[config.mk]
export PLATFORM = sky130hd
export DESIGN_NAME = multi_delimiter_tokenizer
export DESIGN_NICKNAME = d
export VERILOG_FILES = /design/src/rtl/core/mdt_pkg.sv /design/src/rtl/core/mdt_cfg.sv /design/src/rtl/core/mdt_core.sv /design/src/rtl/core/mdt_out_buf.sv /design/src/rtl/core/multi_delimiter_tokenizer.sv
export SDC_FILE = /design/constraint.sdc
export NUM_CORES = 1
export LEC_CHECK = 0
export BUFFER_PORTS_ARGS = -buffer_cell sky130_fd_sc_hd__buf_2
export CORE_ASPECT_RATIO = 1.2
export CORE_UTILIZATION = 45
export DETAILED_ROUTE_END_ITERATION = 10
export PLACE_DENSITY = 0.68
export SETUP_SLACK_MARGIN = 0.4
export SLEW_MARGIN = 30
export SYNTH_ARGS = -nofsm -noshare
export SYNTH_HDL_FRONTEND = slang
export SYNTH_SLANG_ARGS = --single-unit
[constraint.sdc]
create_clock -name clk -period 6.29 [get_ports clk]
set_input_delay 0 -clock clk [delete_from_list [all_inputs] [get_ports clk]]
set_output_delay 0 -clock clk [all_outputs]
set_load 0.01 [all_outputs]
[src/rtl/core/mdt_pkg.sv]
// ----------------------------------------------------------------------------
// Multi-delimiter tokenizer package
// Shared constants, codes and types of the tokenizer blocks.
// ----------------------------------------------------------------------------
package mdt_pkg;

    localparam int DELIM_SLOTS   = 4;
    localparam int MAX_DELIM_LEN = 4;
    localparam int CHAR_BITS     = 16;

    localparam int TEXT_W  = 64;
    localparam int LEN_W   = 3;
    localparam int CNT_W   = 3;
    localparam int FIELD_W = 16;
    localparam int IDX_W   = 3;
    localparam int WIN_W   = (MAX_DELIM_LEN > 1) ? $clog2(MAX_DELIM_LEN) : 1;

    // Register indexes of the configuration port
    localparam logic [IDX_W-1:0] REG_TEXT_0 = 3'd0;
    localparam logic [IDX_W-1:0] REG_TEXT_3 = 3'd3;
    localparam logic [IDX_W-1:0] REG_LEN_0  = 3'd4;
    localparam logic [IDX_W-1:0] REG_LEN_3  = 3'd7;

    // Result kinds
    localparam logic [1:0] KIND_CHAR  = 2'd0;
    localparam logic [1:0] KIND_DELIM = 2'd1;
    localparam logic [1:0] KIND_END   = 2'd2;

    typedef struct packed {
        logic [3:0][TEXT_W-1:0] text;
        logic [3:0][LEN_W-1:0]  len;
    } mdt_cfg_t;

    typedef struct packed {
        logic [FIELD_W-1:0] ch;
        logic [1:0]         kind;
        logic               last;
    } mdt_res_t;

    typedef logic [MAX_DELIM_LEN-1:0][CHAR_BITS-1:0] mdt_win_t;

endpackage

[src/rtl/core/mdt_cfg.sv]
// ----------------------------------------------------------------------------
// Tokenizer configuration registers
// Holds the delimiter texts and lengths written through the write port.
// ----------------------------------------------------------------------------
module mdt_cfg
    import mdt_pkg::*;
(
    input  logic              clk,
    input  logic              rst_n,
    input  logic              cfg_we,
    input  logic [IDX_W-1:0]  cfg_index,
    input  logic [TEXT_W-1:0] cfg_wdata,
    output mdt_cfg_t          cfg
);

    mdt_cfg_t cfg_reg;
    mdt_cfg_t cfg_next;

    always_comb
    begin
        cfg_next = cfg_reg;
        if (cfg_we)
        begin
            case (cfg_index) inside
                [REG_TEXT_0:REG_TEXT_3]: cfg_next.text[cfg_index[1:0]] = cfg_wdata;
                [REG_LEN_0:REG_LEN_3]:   cfg_next.len[cfg_index[1:0]]  = cfg_wdata[LEN_W-1:0];
                default:                 cfg_next = cfg_reg;
            endcase
        end
    end

    always_ff @(posedge clk or negedge rst_n)
    begin
        if (!rst_n)
        begin
            cfg_reg <= '0;
        end
        else
        begin
            cfg_reg <= cfg_next;
        end
    end

    assign cfg = cfg_reg;

endmodule

[src/rtl/core/mdt_core.sv]
// ----------------------------------------------------------------------------
// Tokenizer window and match logic
// Appends characters to the lookahead window, tests the delimiter slots at
// the window head and produces one result per step; drains at string end.
// ----------------------------------------------------------------------------
module mdt_core
    import mdt_pkg::*;
(
    input  logic                 clk,
    input  logic                 rst_n,
    input  mdt_cfg_t             cfg,
    input  logic                 in_valid,
    output logic                 in_ready,
    input  logic [FIELD_W-1:0]   in_char,
    input  logic                 in_last,
    input  logic                 buf_ready,
    output logic                 res_valid,
    output mdt_res_t             res
);

    mdt_win_t         win_reg;
    mdt_win_t         win_next;
    logic [CNT_W-1:0] cnt_reg;
    logic [CNT_W-1:0] cnt_next;
    logic             open_reg;
    logic             open_next;
    logic             drain_reg;
    logic             drain_next;

    mdt_win_t         w;
    mdt_win_t         w_shift;
    logic [CNT_W-1:0] c;
    logic [LEN_W-1:0] mlen;
    logic [CNT_W-1:0] drop;
    logic [CNT_W-1:0] rem;
    logic             accept;
    logic             end_mode;
    logic             step_on;
    logic             final_on;
    logic             done;
    logic [DELIM_SLOTS-1:0] slot_hit;

    assign in_ready = !drain_reg && buf_ready;
    assign accept   = in_valid && in_ready;
    assign end_mode = drain_reg || in_last;

    // Window as seen by this cycle's step: append the new character
    always_comb
    begin
        w = win_reg;
        c = cnt_reg;
        if (!drain_reg)
        begin
            w[cnt_reg[WIN_W-1:0]] = in_char[CHAR_BITS-1:0];
            c = cnt_reg + CNT_W'(1);
        end
    end

    // Parallel compare of every slot against the window head
    always_comb
    begin
        for (int s = 0; s < DELIM_SLOTS; s++)
        begin
            slot_hit[s] = (cfg.len[s] != '0)
                       && (cfg.len[s] <= LEN_W'(MAX_DELIM_LEN))
                       && (cfg.len[s] <= c);
            for (int k = 0; k < MAX_DELIM_LEN; k++)
            begin
                if ((LEN_W'(k) < cfg.len[s])
                    && (cfg.text[s][FIELD_W*k +: CHAR_BITS] != w[k]))
                begin
                    slot_hit[s] = 1'b0;
                end
            end
        end
        // Lowest slot wins
        mlen = '0;
        for (int s = DELIM_SLOTS - 1; s >= 0; s--)
        begin
            if (slot_hit[s])
            begin
                mlen = cfg.len[s];
            end
        end
    end

    assign drop = (mlen != '0) ? mlen : CNT_W'(1);
    assign rem  = c - drop;
    assign done = (rem == '0) && (mlen != '0);

    always_comb
    begin
        w_shift = w;
        for (int i = 0; i < MAX_DELIM_LEN; i++)
        begin
            for (int d = 1; d < MAX_DELIM_LEN; d++)
            begin
                if ((drop == CNT_W'(d)) && (i + d < MAX_DELIM_LEN))
                begin
                    w_shift[i] = w[i + d];
                end
            end
        end
    end

    assign step_on  = buf_ready
                   && ((drain_reg && (cnt_reg != '0))
                       || (accept && (in_last || (c == CNT_W'(MAX_DELIM_LEN)))));
    assign final_on = buf_ready && drain_reg && (cnt_reg == '0);

    always_comb
    begin
        res_valid = step_on || final_on;
        res.ch    = '0;
        res.kind  = KIND_CHAR;
        res.last  = 1'b1;
        if (final_on)
        begin
            res.kind = KIND_END;
        end
        else
        begin
            if (mlen != '0)
            begin
                res.kind = KIND_DELIM;
            end
            else
            begin
                res.ch = FIELD_W'(w[0]);
            end
            res.last = !end_mode || done;
        end
    end

    always_comb
    begin
        win_next   = win_reg;
        cnt_next   = cnt_reg;
        open_next  = open_reg;
        drain_next = drain_reg;
        if (final_on)
        begin
            drain_next = 1'b0;
            open_next  = 1'b0;
        end
        else if (step_on)
        begin
            win_next  = w_shift;
            cnt_next  = rem;
            open_next = (mlen == '0);
            if (end_mode)
            begin
                drain_next = !done;
            end
        end
        else if (accept)
        begin
            win_next = w;
            cnt_next = c;
        end
    end

    always_ff @(posedge clk)
    begin
        win_reg <= win_next;
    end

    always_ff @(posedge clk or negedge rst_n)
    begin
        if (!rst_n)
        begin
            cnt_reg   <= '0;
            open_reg  <= 1'b0;
            drain_reg <= 1'b0;
        end
        else
        begin
            cnt_reg   <= cnt_next;
            open_reg  <= open_next;
            drain_reg <= drain_next;
        end
    end

    // Outside a drain the window never holds a full set of characters
    a_cnt_bound: assert property (@(posedge clk) disable iff (!rst_n)
        !drain_reg |-> (cnt_reg < CNT_W'(MAX_DELIM_LEN)))
        else $error("window count out of range outside drain");

    // A drain ends only on a result that closes the string
    a_drain_end: assert property (@(posedge clk) disable iff (!rst_n)
        $fell(drain_reg) |-> $past(res_valid && res.last))
        else $error("drain ended without a closing result");

    // The end-of-string mark is always the closing result
    a_end_last: assert property (@(posedge clk) disable iff (!rst_n)
        (res_valid && (res.kind == KIND_END)) |-> res.last)
        else $error("end mark not flagged last");

    // Idle cycles leave the window untouched
    a_idle_hold: assert property (@(posedge clk) disable iff (!rst_n)
        (!drain_reg && !accept) |=> ($stable(cnt_reg) && !drain_reg))
        else $error("window changed without a transfer");

endmodule

[src/rtl/core/mdt_out_buf.sv]
// ----------------------------------------------------------------------------
// Tokenizer result buffer
// Output register with a skid stage so a result can be taken in while the
// previous one is stalled.
// ----------------------------------------------------------------------------
module mdt_out_buf
    import mdt_pkg::*;
(
    input  logic     clk,
    input  logic     rst_n,
    input  logic     push,
    input  mdt_res_t push_data,
    output logic     push_ready,
    output logic     out_valid,
    input  logic     out_ready,
    output mdt_res_t out_data
);

    logic     main_valid_reg;
    logic     main_valid_next;
    mdt_res_t main_reg;
    mdt_res_t main_next;
    logic     skid_valid_reg;
    logic     skid_valid_next;
    mdt_res_t skid_reg;
    mdt_res_t skid_next;

    assign push_ready = !skid_valid_reg;

    always_comb
    begin
        main_valid_next = main_valid_reg;
        main_next       = main_reg;
        skid_valid_next = skid_valid_reg;
        skid_next       = skid_reg;
        if (!main_valid_reg || out_ready)
        begin
            if (skid_valid_reg)
            begin
                main_next       = skid_reg;
                main_valid_next = 1'b1;
                skid_valid_next = 1'b0;
            end
            else
            begin
                main_next       = push_data;
                main_valid_next = push;
            end
        end
        else if (push)
        begin
            // Hold the stalled result, park the new one
            skid_next       = push_data;
            skid_valid_next = 1'b1;
        end
    end

    always_ff @(posedge clk)
    begin
        main_reg <= main_next;
        skid_reg <= skid_next;
    end

    always_ff @(posedge clk or negedge rst_n)
    begin
        if (!rst_n)
        begin
            main_valid_reg <= 1'b0;
            skid_valid_reg <= 1'b0;
        end
        else
        begin
            main_valid_reg <= main_valid_next;
            skid_valid_reg <= skid_valid_next;
        end
    end

    assign out_valid = main_valid_reg;
    assign out_data  = main_reg;

endmodule

[src/rtl/core/multi_delimiter_tokenizer.sv]
// ----------------------------------------------------------------------------
// Multi-delimiter tokenizer
// Splits a character stream into tokens at up to four configured delimiters.
// ----------------------------------------------------------------------------
// The block takes one 16-bit character per cycle while not draining and the
// buffer has room, and keeps a four-character lookahead window; once the
// window is full, each character transfer yields at most one result, so a
// string streams at one character per clock. The transfer that carries tlast
// starts a drain of the window, with the input held off: one result per
// cycle while the buffer has room (token characters, token-end marks, then a
// final-token mark when a token is open). Results carry tlast on the last
// result caused by an input character. Write the delimiter registers only
// while the block is idle; a slot of length zero or above four is disabled.
module multi_delimiter_tokenizer
    import mdt_pkg::*;
(
    input  logic              clk,
    input  logic              rst_n,
    input  logic              s_tvalid,
    output logic              s_tready,
    input  logic [15:0]       s_tdata,   // [15:0] in_char
    input  logic              s_tlast,   // in_last
    output logic              m_tvalid,
    input  logic              m_tready,
    output logic [15:0]       m_tdata,   // [15:0] out_char
    output logic [1:0]        m_tuser,   // [1:0] out_kind
    output logic              m_tlast,   // out_last
    input  logic              cfg_we,
    input  logic [IDX_W-1:0]  cfg_index,
    input  logic [TEXT_W-1:0] cfg_wdata
);

    mdt_cfg_t cfg;
    logic     res_valid;
    mdt_res_t res;
    logic     buf_ready;
    mdt_res_t out_data;

    mdt_cfg u_cfg (
        .clk       (clk),
        .rst_n     (rst_n),
        .cfg_we    (cfg_we),
        .cfg_index (cfg_index),
        .cfg_wdata (cfg_wdata),
        .cfg       (cfg)
    );

    mdt_core u_core (
        .clk       (clk),
        .rst_n     (rst_n),
        .cfg       (cfg),
        .in_valid  (s_tvalid),
        .in_ready  (s_tready),
        .in_char   (s_tdata),
        .in_last   (s_tlast),
        .buf_ready (buf_ready),
        .res_valid (res_valid),
        .res       (res)
    );

    mdt_out_buf u_out_buf (
        .clk        (clk),
        .rst_n      (rst_n),
        .push       (res_valid),
        .push_data  (res),
        .push_ready (buf_ready),
        .out_valid  (m_tvalid),
        .out_ready  (m_tready),
        .out_data   (out_data)
    );

    assign m_tdata = out_data.ch;
    assign m_tuser = out_data.kind;
    assign m_tlast = out_data.last;

endmodule

# == After elaboration in Yosys (flattened, before gate mapping) ==
# Cells that the tools add are included.
# totals
regBits,376
inputBits,89
output_inout_bits,21
wordCells,197
# classes
add_sub_neg,2
magnitude_cmp,32
eq_ne,20
n_mux,54
n_bitwise,3
n_reduce_logical,64
# ops
cell,n
bitwise mux 256 bit,1
two-way mux 64 bit,4
inequality test 16 bit,16
two-way mux 16 bit,9
demux 64 bit (select 2 bit),1
bitwise mux 64 bit,1
logical AND 1 bit,36
demux 16 bit (select 2 bit),1
two-way mux 3 bit,9
< comparator 1 x 3 -> 1 bit (first input constant),8
< comparator 2 x 3 -> 1 bit (first input constant),8
two-way mux 1 bit,24
two-way mux 19 bit,1
nonzero test 3 bit,6
<= comparator 3 bit (second input constant),5
bitwise mux 12 bit,1
<= comparator 3 bit,4
AND reduction 2 bit,4
nonzero test 2 bit,4
demux 3 bit (select 2 bit),1
equality test 3 x 2 -> 1 bit (second input constant),2
logical NOT 3 bit,2
logical OR 1 bit,6
< comparator 2 x 3 -> 1 bit (second input constant),2
12 further kinds,19

# == Longest topological paths before layout ==
# logic_depth
ltp_word,25
mapped_depth,25
mapped_depth_nobuf,21

# == By module ==
# Synthesis repeated with hierarchy kept, for this count alone.
# hier_totals
hier_cells,2066
area_unflattened_um2,23565.1
# by_module_without_submodules
mod,instances,cells_each,area_each_um2,seq_area_each_um2
mdt_core,1,1426,11393.4,2021.9
mdt_cfg,1,572,10647.7,6706.4
mdt_out_buf,1,68,1524.0,1191.1

# == Least setup slack after synthesis ==
# No wires, ideal clock.
# synth_path
kind,reg2reg
start,reg u_core.cnt_reg[0]
end,reg u_core.win_reg[0] (netlist name) (enable)
setup_ns,0.574
arrival_time_ns,5.363
required_ns,5.716
slack_ns,0.353
stages_incl_launch_ff,5
path_buffers,0
synth_period_minus_slack_ns,5.937
path_cell_list,dfrtp_1 > inv_1 > ha_1 > nor2b_1 > o21ai_0
# synth_via
elab_chain_len,9
elab_cells_between_ends,14
cone_classes,add/sub (1); eq/ne (1); mux (1); bitwise (1); reduce/logical (10)
# synth_rtl
item,line,text
"start, declared",mdt_core.sv:23,logic [CNT_W-1:0] cnt_reg;
"start signal, assigned",mdt_core.sv:178,cnt_reg <= cnt_next;
adder 3 x 1 -> 3 bit,mdt_core.sv:55,c = cnt_reg + CNT_W'(1);
two-way mux 3 bit,mdt_core.sv:52,if (!drain_reg)
equality test 3 bit,mdt_core.sv:108,|| (accept && (in_last || (c == CNT_W'(MAX_DELIM_LEN)))));
logical OR 1 bit,mdt_core.sv:108,
logical AND 1 bit,mdt_core.sv:108,
logical OR 1 bit,mdt_core.sv:108,
logical AND 1 bit,mdt_core.sv:107,&& ((drain_reg && (cnt_reg != '0))
nonzero test 2 bit (no line),n/a,
AND reduction 2 bit (no line) (*),n/a,
"end signal, assigned",mdt_core.sv:165,win_reg <= win_next;
"end, declared",mdt_core.sv:21,mdt_win_t win_reg;
# Mark *: on every way between the ends. The rest lies on a longest branch, timed or not.
# A chain may end at the register's enable or synchronous reset.

# == Worst setup path after layout ==
# layout_path
start,reg u_core.cnt_reg[0]
end,"reg u_out_buf.main_reg, in the netlist u_out_buf.out_data[0], data pin"
# layout_via
elab_chain_len,24
elab_cells_between_ends,79
cone_classes,add/sub (2); order compare (6); eq/ne (16); mux (28); reduce/logical (27)
# layout_rtl
item,line,text
< comparator 2 x 3 -> 1 bit (not written as such) or >= comparator 2 x 1 -> 1 bit (tied branches),mdt_core.sv:54,w[cnt_reg[WIN_W-1:0]] = in_char[CHAR_BITS-1:0];
logical AND 1 bit (not written as such),mdt_core.sv:54,
two-way mux 16 bit (not written as such),mdt_core.sv:54,
demux 16 bit (select 2 bit),n/a,
bitwise mux 64 bit,mdt_core.sv:54,
two-way mux 64 bit,mdt_core.sv:52,
inequality test 16 bit,mdt_core.sv:70,&& (cfg.text[s][FIELD_W*k +: CHAR_BITS] != w[k]))
logical AND 1 bit,mdt_core.sv:70,
[... 8 more ...],n/a,
nonzero test 3 bit,"mdt_core.sv:87, mdt_core.sv:89",
two-way mux 3 bit,mdt_core.sv:87,assign drop = (mlen != '0) ? mlen : CNT_W'(1);
subtractor 3 bit,mdt_core.sv:88,assign rem = c - drop;
logical NOT 3 bit,mdt_core.sv:89,assign done = (rem == '0) && (mlen != '0);
logical AND 1 bit,mdt_core.sv:89,
logical OR 1 bit,mdt_core.sv:131,res.last = !end_mode || done;
two-way mux 1 bit (*),mdt_core.sv:117,if (final_on)
two-way mux 19 bit (*),mdt_out_buf.sv:38,if (skid_valid_reg)
"end signal, assigned",mdt_out_buf.sv:60,main_reg <= main_next;
"end, declared",mdt_out_buf.sv:21,mdt_res_t main_reg;
# Marked as above.

==> impl_metrics.toml <==
[clock_tree]
clock_sinks = 376
cts_tree = "done"
numCtsBuffers = 42
htreeDepth = 2
clk_path_buf_depth = 3
root_buffer = "clkbuf_16"
clk_latency_ns = 0.59
path_clk_slew_ns = 0.06

[routing]
drc = 12
ant_nets = 0
vias = 18600
dr.pass1.iters = 11
vias_per_cell = 6.35
wire_per_inst_um = 28.8
drt_iter0_markers = 1952
wirelength_mm = 84.6

[timing]
timing.final.ws_setup_ns = 0.690
setup_viol = 0
finalHoldViolCount = 0
min_period_over_period_pct = 89.0
worst_pin_slew_ns = 0.923
rsz0062_at_grt = "false"
finalMaxSlewViolations = 0
clock_skew_ns = 0.0365
fmax_mhz = 179
slew_headroom_pct = 38.5
fin_crit_ns = 5.60
totalNegativeSetupSlack_ns = 0

[logic_synthesis]
yosysTopAreaCell = "dfrtp_1"
synth.area.top_cells = "dfrtp_1 (30%), edfxtp_1 (13%), mux2_2 (12%), xnor2_1 (5.9%), xor2_1 (4.0%)"
synth_compound_area_share_pct = 15.4
synth-seq-cells = 376
avgSynthCellArea_um2 = 10.8
synthAdderAreaFrac_pct = 0.716
synthMuxAreaShare_pct = 15.1
yosys_warnings = 0
syn_area_mm2 = 0.0227
synth_top_family_by_area = "compound AO/OA/AOI/OAI gates"
async_reset_ff_share_pct = 72.9
ys_seq_area_share_pct = 43.7
synthFlopType = "dfrtp_1"
syn_nets = 2202
synth_xor_area_share_pct = 9.95
synth_top_area_share_pct = 30.2
synth_edf_count = 102
yosys.area_share.simple_pct = 9.75
ys_types = 98
synth_cells = 2103

[power_and_ir_drop]
p_comb_share_pct = 43.9
cellPowerDensity_mw_per_mm2 = 492
ir_drop_mv = 0.280
p_seq_share_pct = 36.3
p_int_uw = 7380
pwr-share-clk_pct = 19.8
power.static_leakage_uw = 0.0103
p_sw_uw = 5440
swShare_pct = 42.4

[global_routing]
first_global_vias = 18100
grt_pass1_wl_mm = 125
grt_max_degree = 169
globalRouteOverflowTotal = 0
antenna_found_initial = 2
grtUsageTotal_pct = 33.1

[cells_and_area]
antenna_cells = 0
largest_reg_flops = 268
drive_above_1_share_pct = 24.0
final_common_cell = "dfrtp_1"
final_nets = 2366
utilization_pct = 52.6
mostFrequentLayoutCells = "dfrtp_1 (272), mux2_2 (240), xnor2_1 (154)"
area_growth_pct = 14.8

[critical_path]
cp_max_fo = 14
r2r-start = "u_core.cnt_reg[0]$_DFFE_PN0P_"
crit_path_cell_trace = "inv_1, ha_1, nor2b_4, buf_4, mux2i_4, o2bb2ai_1, nor4_1, nand4_1, a2111o_1, o2111ai_1, a311o_1, nand2_1, o21ai_0, ha_1, inv_1, fa_1, xnor2_1, and3_1, o221ai_1, a31oi_1"
crit_path_start_kind = "flop"
cp.required_ns = 6.59
endpoint_kind = "flop"
reg2reg_depth = 20
cp_slowest_cell = "a2111o_1"
worst-setup-path-type = "flop to flop"
ff2ff_setup_slack_ns = 0.69
r2r-end = "u_out_buf.out_data[0]$_DFFE_PN_"
crit_path_max_incr_delay_ns = 0.56
critPathArrivalTime_ns = 5.90

[placed_design]
io_buffers = 109
gp_congestion = 0.981
place_ws_ns = 0.406
place_hpwl_mm = 62.3

[die]
die_w_um = 207
core_mm2 = 0.0496
pin_count = 110
initial_core_util_pct = 45.8
rows = 89
dieArea_mm2 = 0.0514
die_h_um = 248

[outcome]
violations = "design-rule violations"
status = "finished, violations left"

[flow_run]
max_cap_violations = 0

[min_path]
hp-class = "input pin to async pin"
[how the worst max path moves through the flow]
stage | from | to | slack (ns) | cells after the start
after floorplan | u_core.cnt_reg[1]$_DFFE_PN0P_ | u_out_buf.out_data[0]$_DFFE_PN_ | 1.56 | 21
after detailed placement | u_core.cnt_reg[0]$_DFFE_PN0P_ | u_out_buf.out_data[0]$_DFFE_PN_ | 0.41 | 19
after global placement | u_core.drain_reg$_DFFE_PN0P_ | u_out_buf.out_data[0]$_DFFE_PN_ | 0.45 | 18
final | u_core.cnt_reg[0]$_DFFE_PN0P_ | u_out_buf.out_data[0]$_DFFE_PN_ | 0.69 | 20
after global routing | u_core.cnt_reg[0]$_DFFE_PN0P_ | u_out_buf.out_data[0]$_DFFE_PN_ | 0.42 | 19
after CTS | u_core.drain_reg$_DFFE_PN0P_ | u_out_buf.out_data[0]$_DFFE_PN_ | 0.44 | 17
[final cells by class]
type                            instances  area [um^2]
Fill cell                            4481        23500
Multi-Input combinational cell       1472        11700
Sequential cell                       376         9920
Timing Repair Buffer                  246         1800
Clock buffer                           56         1170
Tap cell                              637          797
Inverter                              129          484
Clock inverter                         19          216
[routing by layer]
layer | up-vias | wire length (um) | GRT usage [%]
met2 | 919 | 38600 | 53.4
li1 | 8068 | - | -
met5 | - | 33 | 0
met3 | 232 | 6230 | 4.69
met4 | 4 | 4300 | 16.1
met1 | 9406 | 35400 | 44.1
[worst max-delay path: cells and delay by family, from the launching register on]
family,cells,cell delay [ns]
buffers and inverters,3,0.40
flip-flops,1,0.45
AO/OA/AOI/OAI,7,1.85
adder cells (fa/ha/maj),3,0.81
XOR/XNOR,1,0.16
AND/OR/NAND/NOR,5,1.52
multiplexers,1,0.12
[power groups by stage]
stage / sequential (uW) / clock [uW] / combinational (uW)
final: 4650 / 2540 / 5630
after floorplan: 4130 / 0 / 3970
after CTS: 4600 / 2580 / 5510
after global routing: 4710 / 2670 / 6030
after global placement: 4630 / 0 / 5390
after detailed placement: 4630 / 0 / 5430
[what timing repair did]
action / 4_1_cts / 5_1_grt
hold buffers: 70 / 0
endpoints found under the hold margin: 379 / 0
gates resized for setup: 3 / 8
setup buffers: 0 / 3
setup endpoints to repair: 2 / 4
[stage by stage]
step	cells	hold WS (ns)	total power, uW	instance area (um^2)
floorplan	2103	-0.296	8100	22700
global placement	2786	0.0616	10000	23900
detailed placement	2786	0.0656	10100	23900
CTS	2931	0.0561	12700	26000
global route	2935	0.113	13400	26100
finish	2935	0.0340	12800	26100
[cells by family after synthesis]
| group | Yosys count |
|---|---|
| xor+xnor | 258 |
| simple gates | 421 |
| fa+ha+maj | 13 |
| compound gates | 485 |
| flops | 376 |
| mux | 295 |
| buf+inv | 255 |
[synth_stat cells (all sizes together), types with 5 or more instances]
cell type  instances
a22oi              9
nor2              96
clkbuf            52
a32oi              6
o22ai             23
nand4             16
dfrtp            274
a211oi            10
o221ai            19
o31ai             23
nand3             26
nand4b            10
o2111ai            9
or4                7
o22a              32
inv              127
a22o               9
a222oi             9
a21oi             79
xor2             104
edfxtp           102
xnor2            154
nor3              28
o21ai            115
a221oi            32
a2111oi           28
nor4              33
mux2             245
a31oi             18
buf               74
and3               8
o2bb2ai            6
mux2i             49
a2bb2oi            5
ha                 9
nor3b              6
nand2b            18
o211ai             8
nand2            100
nor2b             46
or3                7
(Power assumes the default switching activity.)
